## src/hdl/msp_pkg.sv

```systemverilog
// msp_pkg: shared types and constants for the moving sphere versus plane test
// no dependencies; used by msp_div and moving_sphere_plane_test
package msp_pkg;

  localparam int T_W    = 16;
  localparam int DEN_W  = 32;
  localparam int CFG_W  = 32;
  localparam int NRM_W  = 18;
  localparam int CRD_W  = 32;
  localparam int RAD_W  = 31;

  typedef enum logic [2:0] {
    CFG_NORMAL_X = 3'd0,
    CFG_NORMAL_Y = 3'd1,
    CFG_NORMAL_Z = 3'd2,
    CFG_PLANE_X  = 3'd3,
    CFG_PLANE_Y  = 3'd4,
    CFG_PLANE_Z  = 3'd5
  } cfg_idx_t;

  localparam logic signed [NRM_W-1:0] NORMAL_X_RST = 18'sh00000;
  localparam logic signed [NRM_W-1:0] NORMAL_Y_RST = 18'sh10000;
  localparam logic signed [NRM_W-1:0] NORMAL_Z_RST = 18'sh00000;

  // sideband that travels alongside the divider
  typedef struct packed {
    logic                     vld;
    logic                     touch;
    logic                     sweep;
    logic [2:0][CRD_W-1:0]    c0;
    logic [2:0][CRD_W:0]      dc;
  } msp_side_t;

endpackage

```

## src/hdl/msp_div.sv

```systemverilog
// msp_div: pipelined restoring divider, one quotient bit per stage
// gives floor(num * 2^16 / den) for num < den; depends on msp_pkg
module msp_div import msp_pkg::*; (
  input  logic             clk,
  input  logic             rst_n,
  input  logic             en,
  input  logic [DEN_W-1:0] num,
  input  logic [DEN_W-1:0] den,
  input  msp_side_t        side_in,
  output logic [T_W-1:0]   quot,
  output msp_side_t        side_out
);

  logic [DEN_W-1:0] rem_r  [T_W];
  logic [DEN_W-1:0] den_r  [T_W];
  logic [T_W-1:0]   quot_r [T_W];
  msp_side_t        side_r [T_W];

  for (genvar k = 0; k < T_W; k++) begin : g_stage
    logic [DEN_W-1:0] rem_in;
    logic [DEN_W-1:0] den_in;
    logic [T_W-1:0]   quot_in;
    msp_side_t        side_pre;
    logic [DEN_W:0]   rem2;
    logic             ge;
    logic [DEN_W-1:0] rem_nxt;
    logic [T_W-1:0]   quot_nxt;

    if (k == 0) begin : g_first
      assign rem_in   = num;
      assign den_in   = den;
      assign quot_in  = '0;
      assign side_pre = side_in;
    end else begin : g_rest
      assign rem_in   = rem_r[k-1];
      assign den_in   = den_r[k-1];
      assign quot_in  = quot_r[k-1];
      assign side_pre = side_r[k-1];
    end

    always_comb begin
      rem2     = {rem_in, 1'b0};
      ge       = (rem2 >= {1'b0, den_in});
      rem_nxt  = ge ? DEN_W'(rem2 - {1'b0, den_in}) : rem2[DEN_W-1:0];
      quot_nxt = {quot_in[T_W-2:0], ge};
    end

    always_ff @(posedge clk) begin
      if (!rst_n) begin
        side_r[k].vld <= 1'b0;
      end else if (en) begin
        side_r[k].vld <= side_pre.vld;
      end
    end

    always_ff @(posedge clk) begin
      if (en) begin
        rem_r[k]          <= rem_nxt;
        den_r[k]          <= den_in;
        quot_r[k]         <= quot_nxt;
        side_r[k].touch   <= side_pre.touch;
        side_r[k].sweep   <= side_pre.sweep;
        side_r[k].c0      <= side_pre.c0;
        side_r[k].dc      <= side_pre.dc;
      end
    end
  end

  assign quot     = quot_r[T_W-1];
  assign side_out = side_r[T_W-1];

endmodule

```

## config.mk

```make
export PLATFORM = sky130hd
export DESIGN_NAME = msp_div
export DESIGN_NICKNAME = d
export VERILOG_FILES = /design/src/hdl/msp_pkg.sv /design/src/hdl/msp_div.sv
export SDC_FILE = /design/constraint.sdc
export NUM_CORES = 2
export LEC_CHECK = 0
export ABC_AREA = 1
export BUFFER_PORTS_ARGS = -buffer_cell sky130_fd_sc_hd__buf_4
export CAP_MARGIN = 20
export CORE_UTILIZATION = 55
export CTS_CLUSTER_SIZE = 40
export DETAILED_ROUTE_END_ITERATION = 7
export PLACE_DENSITY = 0.72
export SYNTH_ARGS = -nofsm -noshare
export SYNTH_HDL_FRONTEND = slang
export SYNTH_MEMORY_MAX_BITS = 65536
export SYNTH_SLANG_ARGS = --single-unit
export TNS_END_PERCENT = 10
```

## constraint.sdc

```tcl
create_clock -name clk -period 2.4 [get_ports clk]
set_input_delay 0.12 -clock clk [delete_from_list [all_inputs] [get_ports clk]]
set_output_delay 0.12 -clock clk [all_outputs]
set_load 0.01 [all_outputs]
```

Word level (Yosys, flattened, before mapping)

Memories as Yosys holds them, arrays and structs flattened.
Index checks and enable logic that the tools add are counted.

Flip-flop bits (word level): 0
Memory bits (writable): 4448
Bits of input ports: 265
Output and inout bits: 214
Logic and storage cells: 89
Memories kept: 4

Add/subtract/negate cells: 16
$lt $le $gt $ge: 16
Mux-type cells: 37
Bitwise operators: 16

Memory list:

| memory | depth | bits a word | rd ports | clocked after memory_dff | write ports | RTL line      | source |
|---|---|---|---|---|---|---|---|
| side_r | 16    | 198         | 16       | 0                        | 16          | msp_div.sv:17 | `msp_side_t side_r [T_W];` |
| den_r  | 16    | 32          | 15       | 0                        | 16          | msp_div.sv:15 | `logic [DEN_W-1:0] den_r [T_W];` |
| rem_r  | 16    | 32          | 15       | 0                        | 16          | msp_div.sv:14 | `logic [DEN_W-1:0] rem_r [T_W];` |
| quot_r | 16    | 16          | 16       | 0                        | 16          | msp_div.sv:16 | `logic [T_W-1:0] quot_r [T_W];` |

Operators with widths:

| cell             | number |
|---|---|
| $ge A33 B32 Y1   | 16 |
| $mux W32         | 16 |
| $sub A32 B32 Y32 | 16 |
| $mux W1          | 21 |
| $or A1 B1 Y1     | 16 |

Logic depth before layout (Yosys ltp)

Word-level depth: 4
Gate-level depth with buffers: 17
Mapped depth without buffers: 15

Least setup slack after synthesis

No wires, ideal clock.

Path kind: register -> register
Start point: mem rem_r[13][27] (netlist: rem_r[1][187])
End point: mem rem_r[14][29] (netlist: rem_r[1][221]) (data pin)
Setup time: 0.253 ns
Arrival: 1.732 ns
Required time: 2.147 ns
Slack: 0.415 ns
Cell stages (with the launch flop): 13
Path buffers: 1
Clock period less this slack: 1.985 ns
Cell sequence: edfxtp_1 > ha_1 > nand2_2 > inv_1 > a21oi_1 > nor2_1 > nor2_1 > nand2_1 > nor2_4 > nand2_8 > buf_6 > nand3_1 > nand2_1

RTL lines:

| what            | RTL line |
|---|---|
| start, declared | msp_div.sv:14 |

==> metrics list <==
* H-tree level count: 5
* Worst EP required: 3.04 ns
- Max Clk Rate: 0.411 GHz
- Synthesis produced a netlist with a net count of 15000.
* Cell row count: 207
- The first detailed-routing pass took 8 iterations.
- FF+latch count, synth: 4264
* Crit path arrival time: 3.07 ns
* Number of cells produced by synthesis: 14200
- Ratio of final minimum period to clock period: 101%
* Hold violation total from the final report: 0
- At the end of routability-driven placement, the weighted congestion stood at 0.960.
- Clock tree synthesis found a total of 4264 sinks.
- The smallest clock period supported by the final layout is computed as 2.43 ns.
- For this design the ratio of total power to cell area is 1110 mW/mm².
- Cell type with the largest total area after synthesis: edfxtp_1
* Maximum capacitance violations: 0
- For this run, the register share of the synthesized area comes to 72.9%.
* Clock root buffer: clkbuf_16
- Setup repair after global routing could not meet its margin everywhere.
* Top cells by instance count after synthesis: nand2_1 (4281), edfxtp_1 (4263), inv_1 (2293)
* Initial core utilization: 55.3%
- Pre-CTS setup slack: -0.229 ns
- First-pass GRT wire length: 609000 µm
- After detailed placement, the total cell area comes to 0.193 mm².
* Yosys warnings: 0
- Worst setup SP type: register
* Worst hold slack after final layout: 0.0640 ns
- The final-report max-slew violation count was 0.
- The share of synthesized area in the top cell type comes to 72.9%.
* Violation count after the first detailed-routing iteration: 6825
* Area of all placed cells without fillers: 0.217 mm²
* I/O pin cnt: 479
* Floorplan die area: 0.322 mm²
- Detailed-route via count: 106000
- The slowest stage of the critical path belongs to the cell edfxtp_1.
- For this block, the routed nets add up to 409000 µm of wire.
- Die width: 567 µm
- In this run, placement finished with an instance count of 19800.
* Fill cells: 22600
- The area growth from synthesis to layout is 23.7%.
- Die Y: 567 µm
- The initial antenna violation count was 7.
- Cell-by-cell listing of the critical path: ha_4 > buf_4 > nand2_1 > inv_1 > nand2_1 > nor3_2 > nand2_1 > nand2_2 > nor2_4 > nand2_8 > buf_12 > nand2_2 > nand2_1
- The clock passes through at most 4 buffers.
- Buffers placed on the I/O ports in this run total 478.
- Core area: 0.318 mm²
- Global routing finished with a remaining overflow of 0.
* Top cells by area in the synthesized netlist: edfxtp_1 (73%), nand2_1 (9.1%), inv_1 (4.9%)
* Count of unresolved DRC violations after routing: 0
- Cell mode on critical path: nand2_1
- Counting flops with a built-in enable in the synthesized netlist gives 4263.
- After clock tree synthesis, the clock-pin slew on the worst setup and hold paths is 0.06 ns.
- Yosys mapped the design onto 37 distinct sky130hd cell types.
* Fraction of final layout cells with drive strength greater than 1: 18.9%
- Of all flip-flops after synthesis, the portion carrying an async set or reset was 0%.
- Synth Area per Inst: 12.4 µm²
- Excluding fillers, the count of instances in the completed layout stands at 21200.
- Maximum ir drop on the vdd rail: 0.720 mV
- Worst path bufs/invs: 3
- Number of global-route vias before repair: 108000
- TritonCTS buffer count: 412
- Broken down by cell family, the worst path's largest delay share belongs to simple AND/OR/NAND/NOR gates.
* Slowest Stage Delay on Critical Path: 0.50 ns
- Number of antenna-violating nets in the routed design: 0
- Cell area after synthesis: 0.176 mm²
* Kind of path behind the tightest hold check: in2reg
* Slew headroom: 46.4%
- Failing checks: negative setup slack
- Post-route setup slack: -0.0344 ns
- Detailed placement ended at an HPWL of 285000 µm.
- Setup TNS: -0.458 ns
- Synth Flop Type: edfxtp_1
* Static leakage: 92.3 nW
* Final setup violation count: 34
- Largest fanout on the critical path: 7
* Final worst clock skew: 0.0789 ns
- Largest net degree at the start of global routing: 155
- Most frequent cell after synthesis: nand2_1
- Slew at the pin with the worst max-slew slack: 0.803 ns
* Final layout net count: 17500
* Clock tree from TritonCTS: done
- Overall power of the completed layout: 240 mW
- Vias/cell: 5.02
- Kind of end point of the critical path: register
- Post-layout utilization of the core: 68.4%
* Overall track demand over capacity in global routing: 24.9%
- For the worst-skew pair, the clock arrives at the later sink with an insertion delay of 0.95 ns.
* Status: finished with violations
* WS Path Type: reg2reg
- Dividing the detail-routed wire length by the instance count gives 19.3 µm.
flip-flops by register name, indices dropped and copies added (netlist names):
register / cells
rem_r: 480
den_r: 480
quot_r: 136
side_r: 3168
tightest hold or removal path: stages:
cell and delay, ns:
buf_4 0.13, nor2_1 0.06, nand2_1 0.08, a21oi_2 0.06, nand2_2 0.08, nor2_4 0.06
nand2_8 0.10, buf_12 0.13
path summary, 6_finish.rpt:
kind / from / end / slack, ns / cells past startpoint
max: rem_r[0][187] / rem_r[0][204] / -0.03 / 13
min: num[31] / quot_r[0][0] / 0.06 / 8
max reg2reg: rem_r[0][187] / rem_r[0][204] / -0.03 / 13
min reg2reg: side_r[1][1308] / side_r[1][1506] / 0.35 / 0
cell usage in the layout, fill, tap and decap left out, types with 49 or more instances in the layout:
cell / n
a21oi_1: 309
and2_1: 124
buf_12: 137
buf_4: 1551
clkbuf_1: 72
clkbuf_16: 428
clkinv_1: 106
clkinv_2: 63
dlygate4sd3_1: 494
edfxtp_1: 4263
ha_1: 268
ha_2: 53
ha_4: 190
inv_1: 2274
nand2_1: 4119
nand2_2: 193
nand3_1: 740
nand3_2: 150
nand3b_1: 154
nand4_1: 49
nor2_1: 456
nor2_2: 121
nor3_1: 92
xor2_1: 195
power breakdown:
part	leakage [nW]	switching (mW)	total (mW)	internal (mW)
logic	44.0	46.3	77.7	31.5
clock network	6.51	27.4	64.4	37.0
registers	41.8	5.13	98.2	93.1
final cells by class:
class,instances,area (µm²),area share [%]
diodes,5,12.5,0.00576
clock buffers,492,10800,4.96
clock inverters,261,2610,1.20
inverters,2304,8660,3.99
multi-input cells,7473,42100,19.4
flip-flops and latches,4264,128000,58.9
well taps,4180,5230,2.41
repair buffers,2212,19800,9.12
metal layers:
layer	global-route usage (%)	vias up	routed length, µm
li1	-	52300	-
met1	27.6	50400	151000
met2	46.5	2667	218000
met3	2.69	1072	15000
met4	13.4	4	25700
met5	0	-	25
kinds of logic (layout without fill, tap and decap cells):
logic type	count (synthesis)	in the layout	synth area share, %
simple gates	6347	6353	15.6
flops	4264	4264	72.9
buf+inv	2446	5269	5.55
fa+ha+maj	526	526	3.81
compound gates	384	384	1.13
xor+xnor	210	210	1.05
other cells	0	5	0
repair_timing:
action,4_1_cts,5_1_grt
pin swaps,4,96
hold buffers,494,0
endpoints found under the setup margin,361,453
gates cloned,1,15
buffers inserted,5,102
endpoints found under the hold margin,773,0
gates resized for setup,90,714
Note: power is estimated with default switching activity, not from simulation.
